===== src/sv/jsu_pkg.sv =====
`default_nettype none

package jsu_pkg;

    // Fixed field widths
    localparam int BYTE_W           = 8;
    localparam int OUT_W            = 16;
    localparam int CAP_W            = 16;
    localparam int CP_W             = 16;
    localparam int HEX_CNT_W        = 3;
    localparam int LENGTH_WIDTH_DEF = 16;

    localparam logic [CAP_W-1:0] CAP_RESET = 16'd256;

    // Characters that steer the escape decoder
    localparam logic [BYTE_W-1:0] CHAR_BACKSLASH = 8'd92;
    localparam logic [BYTE_W-1:0] CHAR_N         = 8'd110;
    localparam logic [BYTE_W-1:0] CHAR_R         = 8'd114;
    localparam logic [BYTE_W-1:0] CHAR_T         = 8'd116;
    localparam logic [BYTE_W-1:0] CHAR_B         = 8'd98;
    localparam logic [BYTE_W-1:0] CHAR_F         = 8'd102;
    localparam logic [BYTE_W-1:0] CHAR_U         = 8'd117;
    localparam logic [BYTE_W-1:0] CHAR_QMARK     = 8'd63;

    // Control codes produced by the short escapes
    localparam logic [CP_W-1:0] CP_LF = 16'd10;
    localparam logic [CP_W-1:0] CP_CR = 16'd13;
    localparam logic [CP_W-1:0] CP_HT = 16'd9;
    localparam logic [CP_W-1:0] CP_BS = 16'd8;
    localparam logic [CP_W-1:0] CP_FF = 16'd12;

    // UTF-8 lead and continuation markers
    localparam logic [BYTE_W-1:0] UTF8_LEAD2 = 8'hC0;
    localparam logic [BYTE_W-1:0] UTF8_CONT  = 8'h80;

    localparam logic [HEX_CNT_W-1:0] HEX_DIGITS_MAX = 3'd4;

    // Results caused by one input item: up to two data bytes and a closing result
    typedef struct packed {
        logic [BYTE_W-1:0] byte0;
        logic [BYTE_W-1:0] byte1;
        logic [OUT_W-1:0]  idx0;
        logic [OUT_W-1:0]  idx1;
        logic [OUT_W-1:0]  len;
        logic [1:0]        nbytes;
        logic              close;
    } t_bundle;

    // Value of one hex digit; anything else counts as zero
    function automatic logic [3:0] hex_nibble(input logic [BYTE_W-1:0] h);
        logic [3:0] v;
        v = 4'd0;
        if (h >= 8'd48 && h <= 8'd57) begin
            v = 4'(h - 8'd48);
        end else if (h >= 8'd97 && h <= 8'd102) begin
            v = 4'(h - 8'd87);
        end else if (h >= 8'd65 && h <= 8'd70) begin
            v = 4'(h - 8'd55);
        end
        return v;
    endfunction

endpackage

`default_nettype wire


===== src/sv/jsu_engine.sv =====
`default_nettype none

module jsu_engine import jsu_pkg::*; #(
    parameter int LENGTH_WIDTH = LENGTH_WIDTH_DEF
) (
    input  wire logic              i_clk,
    input  wire logic              i_rst_n,
    input  wire logic [CAP_W-1:0]  i_cap,
    input  wire logic              i_step,
    input  wire logic [BYTE_W-1:0] i_data_byte,
    input  wire logic              i_byte_present,
    input  wire logic              i_token_end,
    output t_bundle                o_bundle
);

    localparam int WIDE = ((LENGTH_WIDTH > CAP_W) ? LENGTH_WIDTH : CAP_W) + 2;

    logic                    r_esc, n_esc;
    logic                    r_uni, n_uni;
    logic [HEX_CNT_W-1:0]    r_cnt, n_cnt;
    logic [CP_W-1:0]         r_acc, n_acc;
    logic [LENGTH_WIDTH-1:0] r_pos, n_pos;
    logic                    r_full, n_full;

    logic                    emit_en;
    logic [CP_W-1:0]         cp;
    logic [CP_W-1:0]         acc_shift;
    logic [HEX_CNT_W-1:0]    cnt_inc;
    logic [WIDE-1:0]         pos_wide;
    logic [WIDE-1:0]         cap_wide;
    logic                    fits1, fits2;
    logic [1:0]              nb;
    logic [BYTE_W-1:0]       byte0, byte1;
    logic [LENGTH_WIDTH-1:0] pos_next1;
    logic [LENGTH_WIDTH-1:0] pos_after;
    logic [WIDE-1:0]         next1_wide, after_wide;

    // Room checks against the buffer capacity, done wide so nothing wraps
    assign pos_wide = WIDE'(r_pos);
    assign cap_wide = WIDE'(i_cap);
    assign fits1    = (pos_wide + WIDE'(1)) < cap_wide;
    assign fits2    = (pos_wide + WIDE'(2)) < cap_wide;

    assign acc_shift = {r_acc[CP_W-5:0], hex_nibble(i_data_byte)};
    assign cnt_inc   = r_cnt + HEX_CNT_W'(1);

    // Escape decoding and next state of the token
    always_comb begin
        n_esc   = r_esc;
        n_uni   = r_uni;
        n_cnt   = r_cnt;
        n_acc   = r_acc;
        n_full  = r_full;
        emit_en = 1'b0;
        cp      = '0;
        if (i_byte_present) begin
            if (r_esc) begin
                n_esc = 1'b0;
                case (i_data_byte)
                    CHAR_N: begin
                        emit_en = 1'b1;
                        cp      = CP_LF;
                    end
                    CHAR_R: begin
                        emit_en = 1'b1;
                        cp      = CP_CR;
                    end
                    CHAR_T: begin
                        emit_en = 1'b1;
                        cp      = CP_HT;
                    end
                    CHAR_B: begin
                        emit_en = 1'b1;
                        cp      = CP_BS;
                    end
                    CHAR_F: begin
                        emit_en = 1'b1;
                        cp      = CP_FF;
                    end
                    CHAR_U: begin
                        if (i_token_end) begin
                            emit_en = 1'b1;
                            cp      = '0;
                        end else begin
                            n_uni = 1'b1;
                            n_cnt = '0;
                            n_acc = '0;
                        end
                    end
                    default: begin
                        emit_en = 1'b1;
                        cp      = CP_W'(i_data_byte);
                    end
                endcase
            end else if (r_uni) begin
                n_acc = acc_shift;
                n_cnt = cnt_inc;
                if (cnt_inc >= HEX_DIGITS_MAX || i_token_end) begin
                    emit_en = 1'b1;
                    cp      = acc_shift;
                    n_uni   = 1'b0;
                    n_cnt   = '0;
                    n_acc   = '0;
                end
            end else if (r_full || !fits1) begin
                n_full = 1'b1;
            end else if (i_data_byte == CHAR_BACKSLASH && !i_token_end) begin
                n_esc = 1'b1;
            end else begin
                emit_en = 1'b1;
                cp      = CP_W'(i_data_byte);
            end
        end else if (i_token_end) begin
            // Close without a byte flushes an open escape.
            if (r_esc) begin
                emit_en = 1'b1;
                cp      = CP_W'(CHAR_BACKSLASH);
            end else if (r_uni) begin
                emit_en = 1'b1;
                cp      = r_acc;
            end
        end
    end

    // UTF-8 encoding of the emitted code point in one or two bytes, or '?' above 0x7FF, skipped when it does not fit
    always_comb begin
        nb    = 2'd0;
        byte0 = '0;
        byte1 = '0;
        if (emit_en) begin
            if (cp[CP_W-1:7] == '0) begin
                if (fits1) begin
                    nb    = 2'd1;
                    byte0 = cp[BYTE_W-1:0];
                end
            end else if (cp[CP_W-1:11] == '0) begin
                if (fits2) begin
                    nb    = 2'd2;
                    byte0 = UTF8_LEAD2 | {3'b000, cp[10:6]};
                    byte1 = UTF8_CONT | {2'b00, cp[5:0]};
                end
            end else if (fits1) begin
                nb    = 2'd1;
                byte0 = CHAR_QMARK;
            end
        end
    end

    assign pos_next1  = r_pos + LENGTH_WIDTH'(1);
    assign pos_after  = r_pos + LENGTH_WIDTH'(nb);
    assign next1_wide = WIDE'(pos_next1);
    assign after_wide = WIDE'(pos_after);

    // A token end clears everything but the capacity.
    assign n_pos = i_token_end ? '0 : pos_after;

    always_comb begin
        o_bundle.byte0  = byte0;
        o_bundle.byte1  = byte1;
        o_bundle.idx0   = pos_wide[OUT_W-1:0];
        o_bundle.idx1   = next1_wide[OUT_W-1:0];
        o_bundle.len    = after_wide[OUT_W-1:0];
        o_bundle.nbytes = nb;
        o_bundle.close  = i_token_end;
    end

    // Token state registers
    always_ff @(posedge i_clk) begin
        if (!i_rst_n) begin
            r_esc  <= 1'b0;
            r_uni  <= 1'b0;
            r_cnt  <= '0;
            r_acc  <= '0;
            r_pos  <= '0;
            r_full <= 1'b0;
        end else if (i_step) begin
            r_pos <= n_pos;
            if (i_token_end) begin
                r_esc  <= 1'b0;
                r_uni  <= 1'b0;
                r_cnt  <= '0;
                r_acc  <= '0;
                r_full <= 1'b0;
            end else begin
                r_esc  <= n_esc;
                r_uni  <= n_uni;
                r_cnt  <= n_cnt;
                r_acc  <= n_acc;
                r_full <= n_full;
            end
        end
    end

endmodule

`default_nettype wire


===== src/sv/jsu_out_buf.sv =====
`default_nettype none

module jsu_out_buf import jsu_pkg::*; (
    input  wire logic              i_clk,
    input  wire logic              i_rst_n,
    input  wire logic              i_load,
    input  t_bundle                i_bundle,
    output logic                   o_can_load,
    output logic                   o_valid,
    input  wire logic              i_ready,
    output logic [BYTE_W-1:0]      o_out_byte,
    output logic [OUT_W-1:0]       o_out_index,
    output logic                   o_string_done,
    output logic [OUT_W-1:0]       o_string_length
);

    t_bundle    r_bundle;
    logic       r_valid;
    logic [1:0] r_slot;
    logic [1:0] total;
    logic       last;
    logic       is_byte;
    logic       take;

    assign total   = r_bundle.nbytes + 2'(r_bundle.close);
    assign last    = (r_slot == total - 2'd1);
    assign is_byte = (r_slot < r_bundle.nbytes);
    assign take    = r_valid && i_ready;

    assign o_valid    = r_valid;
    assign o_can_load = !r_valid || (take && last);

    // Pick the pending result: data bytes first, then the closing result.
    always_comb begin
        if (is_byte) begin
            o_out_byte      = (r_slot == 2'd0) ? r_bundle.byte0 : r_bundle.byte1;
            o_out_index     = (r_slot == 2'd0) ? r_bundle.idx0 : r_bundle.idx1;
            o_string_done   = 1'b0;
            o_string_length = '0;
        end else begin
            o_out_byte      = '0;
            o_out_index     = r_bundle.len;
            o_string_done   = 1'b1;
            o_string_length = r_bundle.len;
        end
    end

    // Result register and slot pointer
    always_ff @(posedge i_clk) begin
        if (!i_rst_n) begin
            r_valid <= 1'b0;
            r_slot  <= '0;
        end else if (i_load && o_can_load) begin
            r_valid <= 1'b1;
            r_slot  <= '0;
        end else if (take) begin
            if (last) begin
                r_valid <= 1'b0;
                r_slot  <= '0;
            end else begin
                r_slot <= r_slot + 2'd1;
            end
        end
    end

    always_ff @(posedge i_clk) begin
        if (i_load && o_can_load) begin
            r_bundle <= i_bundle;
        end
    end

endmodule

`default_nettype wire


===== src/sv/json_string_unescape_utf8_core.sv =====
`default_nettype none

// Channel   | Direction | Handshake              | Payload
// ----------+-----------+------------------------+----------------------------------------
// input     | in        | i_valid / o_ready      | i_data_byte, i_byte_present, i_token_end
// result    | out       | o_valid / i_ready      | o_out_byte, o_out_index, o_string_done,
//           |           |                        | o_string_length
// config    | in        | i_cfg_valid/o_cfg_ready| i_cfg_data (capacity)
//
// An item passes an input register, then one pass of decode logic into the result register.
// An item that causes at most one result moves on every cycle while i_ready is high; one that
// causes two or three holds the input side as the result register drains, one per transfer.
// Reset is synchronous and active low; it clears the token state and sets capacity to 256.
// A stalled result side backs up into the input register and then drops o_ready.

module json_string_unescape_utf8_core import jsu_pkg::*; #(
    parameter int LENGTH_WIDTH = LENGTH_WIDTH_DEF
) (
    input  wire logic              i_clk,
    input  wire logic              i_rst_n,
    input  wire logic              i_cfg_valid,
    output logic                   o_cfg_ready,
    input  wire logic [CAP_W-1:0]  i_cfg_data,
    input  wire logic              i_valid,
    output logic                   o_ready,
    input  wire logic [BYTE_W-1:0] i_data_byte,
    input  wire logic              i_byte_present,
    input  wire logic              i_token_end,
    output logic                   o_valid,
    input  wire logic              i_ready,
    output logic [BYTE_W-1:0]      o_out_byte,
    output logic [OUT_W-1:0]       o_out_index,
    output logic                   o_string_done,
    output logic [OUT_W-1:0]       o_string_length
);

    logic [CAP_W-1:0]  r_cap;
    logic              r_in_valid;
    logic [BYTE_W-1:0] r_in_byte;
    logic              r_in_pres;
    logic              r_in_end;
    t_bundle           bundle;
    logic              can_load;
    logic              step;
    logic              has_result;

    // Capacity register, written at any time the channel offers a transfer
    assign o_cfg_ready = 1'b1;

    always_ff @(posedge i_clk) begin
        if (!i_rst_n) begin
            r_cap <= CAP_RESET;
        end else if (i_cfg_valid) begin
            r_cap <= i_cfg_data;
        end
    end

    // The held item is processed once the result register can take its results; one with no result goes at once.
    assign has_result = (bundle.nbytes != 2'd0) || bundle.close;
    assign step       = r_in_valid && (can_load || !has_result);
    assign o_ready    = !r_in_valid || step;

    // Input register
    always_ff @(posedge i_clk) begin
        if (!i_rst_n) begin
            r_in_valid <= 1'b0;
        end else if (o_ready) begin
            r_in_valid <= i_valid;
        end
    end

    always_ff @(posedge i_clk) begin
        if (o_ready && i_valid) begin
            r_in_byte <= i_data_byte;
            r_in_pres <= i_byte_present;
            r_in_end  <= i_token_end;
        end
    end

    jsu_engine #(
        .LENGTH_WIDTH (LENGTH_WIDTH)
    ) u_engine (
        .i_clk          (i_clk),
        .i_rst_n        (i_rst_n),
        .i_cap          (r_cap),
        .i_step         (step),
        .i_data_byte    (r_in_byte),
        .i_byte_present (r_in_pres),
        .i_token_end    (r_in_end),
        .o_bundle       (bundle)
    );

    jsu_out_buf u_out_buf (
        .i_clk           (i_clk),
        .i_rst_n         (i_rst_n),
        .i_load          (step && has_result),
        .i_bundle        (bundle),
        .o_can_load      (can_load),
        .o_valid         (o_valid),
        .i_ready         (i_ready),
        .o_out_byte      (o_out_byte),
        .o_out_index     (o_out_index),
        .o_string_done   (o_string_done),
        .o_string_length (o_string_length)
    );

endmodule

`default_nettype wire

===== config.mk =====
export PLATFORM = sky130hd
export DESIGN_NAME = json_string_unescape_utf8_core
export DESIGN_NICKNAME = d
export VERILOG_FILES = /design/src/sv/jsu_pkg.sv /design/src/sv/jsu_engine.sv /design/src/sv/jsu_out_buf.sv /design/src/sv/json_string_unescape_utf8_core.sv
export SDC_FILE = /design/constraint.sdc
export NUM_CORES = 1
export LEC_CHECK = 0
export ABC_AREA = 1
export BUFFER_PORTS_ARGS = -buffer_cell sky130_fd_sc_hd__buf_2
export CORE_MARGIN = 10
export CORE_UTILIZATION = 40
export DETAILED_ROUTE_END_ITERATION = 8
export PLACE_DENSITY = 0.71
export SETUP_SLACK_MARGIN = 0.3
export SYNTH_ARGS = -nofsm -noshare
export SYNTH_HDL_FRONTEND = slang
export SYNTH_SLANG_ARGS = --single-unit

===== constraint.sdc =====
create_clock -name i_clk -period 5.7 [get_ports i_clk]
set_input_delay 0.855 -clock i_clk [delete_from_list [all_inputs] [get_ports i_clk]]
set_output_delay 0.855 -clock i_clk [all_outputs]
set_load 0.01 [all_outputs]

== After elaboration in Yosys (flattened, before gate mapping) ==
Cells that the tools add are included.

* Memory bits (writable): 0
* ROM bits: 0
* Word-level logic and storage cells: 170
* Bits in latches: 0
* Bits in registers: 135
* Memories kept: 0
* Input port bits: 31

* Order comparisons: 10
* Multiply operators: 0
* Eq/ne operators: 11
* Reduce and logical (&&, ||, !) cells: 38
* Bitwise logic cells: 4
* Add/subtract/negate cells: 11
* Shifts and indexed selects: 0
* Multiplexer cells: 75
* Div/mod/pow operators: 0

{| class="wikitable"
|+ Operators with widths
! kind !! count
|-
| 16-bit 2-to-1 mux || 18
|-
| 8-bit 2-to-1 mux || 8
|-
| 8-bit by 7-bit equality test with 1-bit output, second input constant || 7
|-
| 8-bit one-hot mux with 6 select lines || 1
|-
| 18-bit by 16-bit less-than comparator with 1-bit output || 2
|-
| 1-bit 2-to-1 mux || 33
|-
| 3-bit 2-to-1 mux || 6
|-
| 16-bit by 1-bit adder with 17-bit output, second input constant || 1
|-
| 16-bit by 2-bit adder with 17-bit output, second input constant || 1
|-
| 16-bit by 1-bit adder with 16-bit output, second input constant || 1
|-
| 16-bit by 2-bit adder with 16-bit output || 1
|-
| 8-bit by 7-bit greater-or-equal comparator with 1-bit output, second input constant || 2
|-
| 8-bit by 7-bit <= comparator with 1-bit output, second input constant || 2
|-
| 4-bit 2-to-1 mux || 3
|-
| 1-bit logical AND || 10
|-
| 2-bit 2-to-1 mux || 5
|-
| 2-bit nonzero test || 5
|-
| 9-bit zero test || 1
|-
| 8-bit by 6-bit greater-or-equal comparator with 1-bit output, second input constant || 1
|-
| 8-bit by 6-bit <= comparator with 1-bit output, second input constant || 1
|-
| 4-bit by 3-bit subtractor with 4-bit output, second input constant || 2
|-
| 1-bit logical OR || 6
|-
| 6-bit 2-to-1 mux || 1
|-
| 1-bit zero test || 5
|-
| other kinds (21) || 26
|}

== Logic depth before layout (Yosys ltp) ==
Gate-level depths: netlist (run 1).

* Depth after elaboration: 22
* Mapped depth: 37

== Hierarchy ==
From an unflattened synthesis (run 1), not the netlist that was laid out.

* Cells, all modules: 986
* Area, all modules: 8041.5 um^2

{| class="wikitable"
|+ By module, submodules not included
! module !! sequential area each (um^2) !! instances !! cells each !! area each (um^2)
|-
| jsu_engine || 760.7 || 1 || 668 || 4200.3
|-
| jsu_out_buf || 2072.0 || 1 || 224 || 2905.3
|-
| json_string_unescape_utf8_core || 640.6 || 1 || 94 || 935.9
|}

== Worst setup path before layout (run 1) ==
OpenSTA, ideal clock, no wires.

* Kind: register to register
* From: register u_engine.r_pos[1]
* To: register u_out_buf.r_bundle[0] (netlist bit) (enable)
* Required time: 5210 ps
* Arrival time: 5866 ps
* Setup time: 490 ps
* Setup slack: -657 ps
* Stages on the path, launching flop included: 24
* Cells stage by stage: dfxtp_1 > ha_1 > nand2_1 > nor2_1 > inv_1 > nor2_1 > inv_1 > nor3_1 > xor2_1 > nand2_1 > o21ai_0 > ha_1 > a21oi_1 > o21ai_0 > nand3_2 > nand2_1 > nor2_4 > nand2_2 > nor3_4 > o21a_2 > nand3_2 > nand2_2 > nand2_1 > nor2_1

* Word-level cells in the longest chain between the ends: 18
* Elaborated cells between the ends (all ways): 27
* Classes of those cells: add/sub (2); order compare (2); mux (13); reduce/logical (10)

{| class="wikitable"
|+ Ends and longest elaborated chain
! item !! RTL line !! source
|-
| from (decl) || jsu_engine.sv:22 || <nowiki>logic [LENGTH_WIDTH-1:0] r_pos, n_pos;</nowiki>
|-
| from (signal assigned) || jsu_engine.sv:177 || <nowiki>r_pos <= n_pos;</nowiki>
|-
| 16-bit by 1-bit adder with 17-bit output || jsu_engine.sv:41 || <nowiki>assign fits1 = (pos_wide + WIDE'(1)) < cap_wide;</nowiki>
|-
| 18-bit by 16-bit less-than comparator with 1-bit output || jsu_engine.sv:41 ||
|-
| 1-bit zero test || jsu_engine.sv:105 || <nowiki>end else if (r_full || !fits1) begin</nowiki>
|-
| 1-bit logical OR || jsu_engine.sv:105 ||
|-
| 16-bit 2-to-1 mux || jsu_engine.sv:105 ||
|-
| 16-bit 2-to-1 mux || jsu_engine.sv:95 || <nowiki>end else if (r_uni) begin</nowiki>
|-
| 16-bit 2-to-1 mux || jsu_engine.sv:57 || <nowiki>if (r_esc) begin</nowiki>
|-
| 16-bit 2-to-1 mux || jsu_engine.sv:56 || <nowiki>if (i_byte_present) begin</nowiki>
|-
| (+2 left out) || - ||
|-
| 2-bit 2-to-1 mux * || jsu_engine.sv:130 || <nowiki>if (emit_en) begin</nowiki>
|-
| 2-bit nonzero test * || json_string_unescape_utf8_core.sv:59 || <nowiki>assign has_result = (bundle.nbytes != 2'd0) || bundle.close;</nowiki>
|-
| 1-bit logical OR * || json_string_unescape_utf8_core.sv:59 ||
|-
| 1-bit zero test || json_string_unescape_utf8_core.sv:60 || <nowiki>assign step = r_in_valid && (can_load || !has_result);</nowiki>
|-
| 1-bit logical OR || json_string_unescape_utf8_core.sv:60 ||
|-
| 1-bit logical AND || json_string_unescape_utf8_core.sv:60 ||
|-
| 1-bit logical AND * || json_string_unescape_utf8_core.sv:96 || <nowiki>.i_load (step && has_result),</nowiki>
|-
| 1-bit logical AND * || jsu_out_buf.sv:67 || <nowiki>if (i_load && o_can_load) begin</nowiki>
|-
| to (signal assigned) || jsu_out_buf.sv:68 || <nowiki>r_bundle <= i_bundle;</nowiki>
|-
| to (decl) || jsu_out_buf.sv:17 || <nowiki>t_bundle r_bundle;</nowiki>
|}

Every way passes the cells marked *; elsewhere a longest branch is shown, timed or not.
A chain may end at the register's enable or synchronous reset.

== Final worst setup path (run 1) ==
* From: register u_engine.r_pos[7]
* To: output o_ready

* Word-level cells in the longest chain between the ends: 17
* Elaborated cells between the ends (all ways): 26
* Classes of those cells: add/sub (2); order compare (2); mux (13); reduce/logical (9)

{| class="wikitable"
|+ Ends and longest elaborated chain
! item !! RTL line !! source
|-
| 16-bit by 1-bit adder with 17-bit output || jsu_engine.sv:41 ||
|-
| 18-bit by 16-bit less-than comparator with 1-bit output || jsu_engine.sv:41 ||
|-
| 1-bit zero test || jsu_engine.sv:105 ||
|-
| 1-bit logical OR || jsu_engine.sv:105 ||
|-
| 16-bit 2-to-1 mux || jsu_engine.sv:105 ||
|-
| 16-bit 2-to-1 mux || jsu_engine.sv:95 ||
|-
| 16-bit 2-to-1 mux || jsu_engine.sv:57 ||
|-
| 16-bit 2-to-1 mux || jsu_engine.sv:56 ||
|-
| 9-bit zero test || jsu_engine.sv:131 || <nowiki>if (cp[CP_W-1:7] == '0) begin</nowiki>
|-
| 2-bit 2-to-1 mux || jsu_engine.sv:131 ||
|-
| 2-bit 2-to-1 mux * || jsu_engine.sv:130 ||
|-
| 2-bit nonzero test * || json_string_unescape_utf8_core.sv:59 ||
|-
| 1-bit logical OR * || json_string_unescape_utf8_core.sv:59 ||
|-
| 1-bit zero test * || json_string_unescape_utf8_core.sv:60 ||
|-
| 1-bit logical OR * || json_string_unescape_utf8_core.sv:60 ||
|-
| 1-bit logical AND * || json_string_unescape_utf8_core.sv:60 ||
|-
| 1-bit logical OR * || json_string_unescape_utf8_core.sv:61 || <nowiki>assign o_ready = !r_in_valid || step;</nowiki>
|-
| to (decl) || json_string_unescape_utf8_core.sv:25 || <nowiki>output logic o_ready,</nowiki>
|}

Marked as above.

==> results.py, run 1 <==
metrics = {
    "yosys": {
        "synthCells": 1003,
        "synthesis.nets": 1078,
        "synth.distinct_cells": 47,
        "syn_avg_cell_area_um2": 7.84,
        "synth_edf_count": 76,
        "ys_seq_area_frac": 0.438,
        "synth_area_leaders": "edfxtp_1, dfxtp_1, nand2_1",
        "ys_ff_latch": 134,
        "yosysTopAreaCellShare": 0.290,
        "synth.largest_area_cell": "edfxtp_1",
        "syn_area_mm2": 0.00786,
        "synthFlopType": "edfxtp_1",
        "synthArstFlopShare": 0,
        "yosys_warnings": 0,
    },
    "clock_network": {
        "cts_max_level": 4,
        "cts_tree": "built",
        "cts_buffer_depth": 2,
        "cts_made_buffers": 17,
        "clk_pin_slew_worst_paths_ns": 0.06,
        "cts_hold_buf": 0,
        "root_buffer": "clkbuf_16",
        "clock-sinks": 134,
        "clock_latency_ns": 0.43,
    },
    "final_layout": {
        "stdcell_area_mm2": 0.00901,
        "final_cells": 1347,
        "drive_gt1_frac": 0.137,
        "fillCellCount": 1896,
        "finalNetCount": 1143,
        "syn_to_final_growth_pct": 14.6,
    },
    "worst_setup_path": {
        "required_ns": 4.85,
        "path_depth": 20,
        "path_class": "reg -> out",
        "worst_r2r_startpoint": "u_engine.r_pos[7]$_SDFFE_PN0P_",
        "crit_start": "u_engine.r_pos[7]$_SDFFE_PN0P_",
        "rr_endpoint": "u_engine.r_pos[12]$_SDFFE_PN0P_",
        "critPathTopFamily": "simple AND/OR/NAND/NOR gates",
        "critical_path.endpoint": "o_ready",
        "critPathSlowestCell": "dfxtp_1",
        "crit_top_cell": "nand2_1",
        "ff2ff_path_depth": 29,
        "cp_cell_sequence": "nand2_1 > nor2_1 > nand4_1 > nor2_1 > xor2_1 > nand2_1 > nand2_1 > ha_1 > a21oi_1 > o21ai_0 > nand3_2 > nand2_1 > nor2_4 > nand2_2 > nor3_4 > o21a_2 > nand3_2 > nand2_2 > nand3_1 > buf_2",
        "max_stage_delay_ns": 0.49,
        "r2r_slack_ns": 0.71,
        "critPathMaxFanout": 7,
        "cp.arrival_ns": 4.20,
        "crit_path_end_kind": "output pin",
        "cp.buffers_inverters": 1,
        "worstSetupStartpointType": "register",
    },
    "floorplanning": {
        "num_rows": 51,
        "die_area_mm2": 0.0257,
        "die_w_um": 160,
        "initial_core_util": 0.405,
        "ios": 75,
        "die_h_um": 160,
        "core_area_mm2": 0.0194,
    },
    "timing": {
        "fin_ws_ns": 0.642,
        "finalSetupViolCount": 0,
        "whs_ns": 0.481,
        "finalHoldViolations": 0,
        "final.period_utilization": 0.887,
        "fmax_mhz": 198,
        "timing.setup.tns_ns": 0,
        "slew_violations": 0,
        "worstMarginPinSlew_ns": 0.954,
        "period_needed_ns": 5.06,
        "skew_ns": 0.0101,
        "rsz0062_at_grt": "false",
        "slew_headroom": 0.364,
    },
    "drt": {
        "ant_nets": 0,
        "post_drt_wl_per_cell_um": 14.9,
        "drt-initial-drc-count": 589,
        "route.vias.total": 6762,
        "drt-pass1-iter-count": 5,
        "viasPerCell": 5.02,
        "drc_errors": 0,
        "wirelength_mm": 20.1,
    },
    "power": {
        "seqPwrFrac": 0.446,
        "p_leak_uw": 0.00420,
        "ir_worst_vdd_v": 0.000210,
        "p_comb_frac": 0.162,
        "clkPwrFrac": 0.392,
        "p_int_uw": 1790,
        "swShare": 0.294,
        "pwr_density_cell_mw_per_mm2": 281,
        "p_switching_uw": 744,
    },
    "placement": {
        "dp_cells": 1310,
        "dp_hpwl_mm": 15.3,
        "place_ws_ns": 0.481,
        "port_buffers": 73,
        "placed_cell_area_mm2": 0.00843,
        "gp_congestion": 0.967,
    },
    "grt": {
        "antenna_found_initial": 3,
        "grt_max_degree": 48,
        "grt.overflow.total": 0,
        "grt_pass1_vias": 6337,
        "grt_pass1_wl_mm": 32.8,
        "grt_use_total": 0.156,
    },
    "run": {
        "drv_cap": 0,
    },
    "hold_path": {
        "hp-class": "reg -> reg",
    },
    "status": {
        "status": "finished clean",
    },
}
## logic make-up after synthesis
kind of cell / after synthesis / share of synthesized area
simple gates: 445 / 0.242
buf+inv: 185 / 0.0953
compound gates: 165 / 0.120
flops: 134 / 0.438
fa+ha+maj: 44 / 0.0710
xor+xnor: 28 / 0.0312
other cells: 1 / 0.000477
mux: 1 / 0.00127
## per-layer routing
metal  part of all wire  global-route usage  vias to the layer above
li1                   -                   -                     3436
met1               0.48               0.214                     3051
met2               0.42               0.228                      236
met3              0.079              0.0463                       35
met4              0.019              0.0518                        4
met5             0.0010                   0                        -
## worst reg2reg max path, delay by kind of cell (launching register included)
family | cells | cell delay [ns]
DFF | 1 | 0.49
xor gates and xnor gates | 2 | 0.45
buffers and inverters | 3 | 0.21
AOI/OAI and AO/OA | 5 | 0.71
and+or+nand+nor | 16 | 2.41
adders and majority gates | 3 | 0.68
## placed cells by master (no fill, tap or decap), types with 17 or more instances in the layout
master       n
nand2_1    186
nor2_1     158
inv_1      139
edfxtp_1    76
buf_2       73
a21oi_1     67
dfxtp_1     56
o21ai_0     45
ha_1        43
nand3_1     39
xor2_1      28
nor3_1      25
o31ai_1     20
clkbuf_16   17
## what timing repair did
item / in CTS / in global routing
setup buffers: 0 / 4
endpoints found under the setup margin: 0 / 18
endpoints found under the hold margin: 0 / 0
resized for setup: 0 / 7
## worst min path at each step
stage,slack [ns],from,cells past startpoint,to
after floorplan,0.40,u_engine.r_pos[8]$_SDFFE_PN0P_,0,u_out_buf.r_bundle[43]$_DFFE_PP_
after global placement,0.45,u_engine.r_cnt[2]$_SDFFE_PN0P_,2,u_engine.r_cnt[2]$_SDFFE_PN0P_
after detailed placement,0.47,u_engine.r_cnt[2]$_SDFFE_PN0P_,2,u_engine.r_cnt[2]$_SDFFE_PN0P_
after CTS,0.48,u_engine.r_cnt[2]$_SDFFE_PN0P_,2,u_engine.r_cnt[2]$_SDFFE_PN0P_
after global routing,0.51,u_engine.r_cnt[2]$_SDFFE_PN0P_,2,u_engine.r_cnt[2]$_SDFFE_PN0P_
final,0.48,u_engine.r_cnt[2]$_SDFFE_PN0P_,2,u_engine.r_cnt[2]$_SDFFE_PN0P_
## power by group through the flow
stage	combinational, µW	sequential (µW)	clock (µW)
2_1_floorplan	291	1140	0
3_3_place_gp	402	1150	0
6_report	412	1130	994
4_1_cts	411	1130	1000
5_1_grt	469	1140	1050
3_5_place_dp	409	1150	0
## layout make-up
cell class	instances	area, µm²	area share
Antenna cell	1	2.50	0.000278
Multi-Input combinational cell	684	3690	0.409
Tap cell	265	332	0.0368
Timing Repair Buffer	84	460	0.0511
Sequential cell	134	3450	0.382
Clock inverter	14	101	0.0112
Clock buffer	18	429	0.0476
Inverter	147	552	0.0612
## state kept, by name, summed over array words and instances, names as in the netlist
| signal | flops |
|---|---|
| u_engine.r_pos | 16 |
| u_engine.r_uni | 1 |
| u_out_buf.r_bundle | 66 |
| u_engine.r_acc | 16 |
| r_in_end | 1 |
| r_cap | 16 |
| r_in_valid | 1 |
| r_in_pres | 1 |
| u_out_buf.r_slot | 2 |
| u_engine.r_full | 1 |
| u_out_buf.o_valid | 1 |
| r_in_byte | 8 |
| u_engine.r_esc | 1 |
| u_engine.r_cnt | 3 |
## synthesized netlist by cell type, types with 25 or more instances
library cell  number
edfxtp_1          76
ha_1              43
inv_1            140
nand3_1           39
xor2_1            28
a21oi_1           67
nor3_1            25
dfxtp_1           58
nand2_1          187
nor2_1           161
o21ai_0           45
## through the flow
stage,util,total power (µW)
floorplan,-,1430
global placement,0.435,1550
detailed placement,0.435,1560
CTS,0.462,2550
global route,0.464,2650
finish,0.464,2540
Note: power is estimated with default switching activity, not from simulation.
==> inputs of run 2 (changes only) <==
--- a/config.mk
+++ b/config.mk
@@ -8,9 +8,9 @@
 export ABC_AREA = 1
 export BUFFER_PORTS_ARGS = -buffer_cell sky130_fd_sc_hd__buf_2
 export CORE_MARGIN = 10
-export CORE_UTILIZATION = 40
+export CORE_UTILIZATION = 30
 export DETAILED_ROUTE_END_ITERATION = 8
-export PLACE_DENSITY = 0.71
+export PLACE_DENSITY = 0.59
 export SETUP_SLACK_MARGIN = 0.3
 export SYNTH_ARGS = -nofsm -noshare
 export SYNTH_HDL_FRONTEND = slang
==> run 2 against run 1 <==
Compared with the run above: worst setup slack better by 0.13 ns; total power increased by 4.9%; non-clock buffer count up 5; final cell count grew 5.5%; sequential share of layout area decreased by 0.71 points; largest power group unchanged.
==> results.py, run 2 (synthesis results as in run 1) <==
metrics = {
    "final_layout": {
        "finalNetCount": 1148,
        "syn_to_final_growth_pct": 16.8,
        "final_core_util": 0.354,
        "largest_reg_flops": 66,
        "diodes": 0,
        "top_register": "u_out_buf.r_bundle",
        "drive_gt1_frac": 0.145,
        "layout_commonest_cell": "nand2_1",
        "layout_common_cells": "nand2_1, nor2_1, inv_1",
    },
    "worst_setup_path": {
        "max_stage_delay_ns": 0.40,
        "crit_path_end_kind": "register",
        "critPathSlowestCell": "dfxtp_2",
        "path_class": "reg -> reg",
        "required_ns": 6.06,
        "critPathMaxFanout": 7,
        "r2r_slack_ns": 0.78,
        "cp.arrival_ns": 5.29,
        "crit_top_cell": "nor2_1",
        "worstSetupStartpointType": "register",
        "ff2ff_path_depth": 32,
    },
    "floorplanning": {
        "die_w_um": 182,
        "die_area_mm2": 0.0331,
        "ios": 75,
        "num_rows": 59,
        "die_h_um": 182,
        "core_area_mm2": 0.0259,
        "initial_core_util": 0.303,
    },
    "clock_network": {
        "root_buffer": "clkbuf_16",
        "clk_pin_slew_worst_paths_ns": 0.06,
        "cts_buffer_depth": 2,
        "clock_latency_ns": 0.43,
        "cts_max_level": 4,
        "cts_made_buffers": 17,
        "cts_tree": "built",
        "clock-sinks": 134,
    },
    "drt": {
        "drt-initial-drc-count": 539,
        "viasPerCell": 4.79,
        "route.vias.total": 6805,
        "ant_nets": 0,
        "drc_errors": 0,
        "drt-pass1-iter-count": 5,
        "post_drt_wl_per_cell_um": 15.5,
        "wirelength_mm": 22.0,
    },
    "timing": {
        "worstMarginPinSlew_ns": 0.794,
        "skew_ns": 0.00996,
        "finalHoldViolations": 0,
        "period_needed_ns": 4.92,
        "fmax_mhz": 203,
        "timing.setup.tns_ns": 0,
        "rsz0062_at_grt": "false",
        "final.period_utilization": 0.864,
        "slew_headroom": 0.470,
        "slew_violations": 0,
        "finalSetupViolCount": 0,
    },
    "grt": {
        "grt_pass1_vias": 6435,
        "antenna_found_initial": 0,
        "grt_pass1_wl_mm": 35.1,
        "grt.overflow.total": 0,
        "grt_use_total": 0.131,
        "grt_max_degree": 48,
    },
    "status": {
        "status": "finished clean",
    },
    "hold_path": {
        "hp-class": "reg -> reg",
        "whs_path_depth": 2,
    },
    "power": {
        "pwr_density_cell_mw_per_mm2": 290,
        "p_leak_uw": 0.00426,
        "ir_worst_vdd_v": 0.000234,
    },
    "placement": {
        "dp_hpwl_mm": 16.5,
        "gp_congestion": 0.930,
        "port_buffers": 73,
    },
    "run": {
        "drv_cap": 0,
    },
}
run 2: worst paths after layout:
path | start | to
min | u_engine.r_cnt[2]$_SDFFE_PN0P_ | u_engine.r_cnt[2]$_SDFFE_PN0P_
max | u_engine.r_pos[1]$_SDFFE_PN0P_ | u_engine.r_pos[12]$_SDFFE_PN0P_
min reg2reg | u_engine.r_cnt[2]$_SDFFE_PN0P_ | u_engine.r_cnt[2]$_SDFFE_PN0P_
max reg2reg | u_engine.r_pos[1]$_SDFFE_PN0P_ | u_engine.r_pos[12]$_SDFFE_PN0P_
run 2: critical path, delay by kind of cell, from the launching register on:
kind	cells	cell delay (ns)
AOI/OAI and AO/OA	7	0.98
xor gates and xnor gates	1	0.18
adders and majority gates	4	0.97
buffers and inverters	4	0.31
DFF	1	0.40
and+or+nand+nor	16	2.02
run 2: report_power, final:
part	total [µW]	leakage (µW)	internal, µW	switching, µW
Clock	1110	0.000287	620	485
Sequential	1130	0.00119	1090	37.9
Combinational	421	0.00279	140	281
run 2: area by class of cell:
| class | instances | area (µm²) |
|---|---|---|
| multi-input cells | 684 | 3690 |
| inverters | 147 | 556 |
| flip-flops and latches | 134 | 3450 |
| repair buffers | 89 | 485 |
| well taps | 335 | 419 |
| clock inverters | 15 | 158 |
| fillers | 2714 | 16700 |
| clock buffers | 17 | 425 |
run 2: metal layers:
layer	routed length [µm]	track usage
met2	9320	0.191
met5	0	0
met4	268	0.0420
met3	1230	0.0237
met1	11200	0.190
run 2: metrics by stage:
step | area (µm²) | power [µW] | hold slack, ns | std cells | setup slack, ns
after floorplan | 7860 | 1430 | 0.403 | 1003 | 0.447
after global placement | 8540 | 1570 | 0.455 | 1384 | 0.737
after detailed placement | 8540 | 1570 | 0.458 | 1384 | 0.351
after CTS | 9120 | 2670 | 0.468 | 1416 | 0.334
after global routing | 9180 | 2780 | 0.505 | 1421 | 0.294
final | 9180 | 2660 | 0.467 | 1421 | 0.776
run 2: repair_timing:
item | CTS | global route
gates resized for setup | 0 | 11
endpoints found under the setup margin | 0 | 22
buffers inserted | 0 | 5
hold buffers | 0 | 0
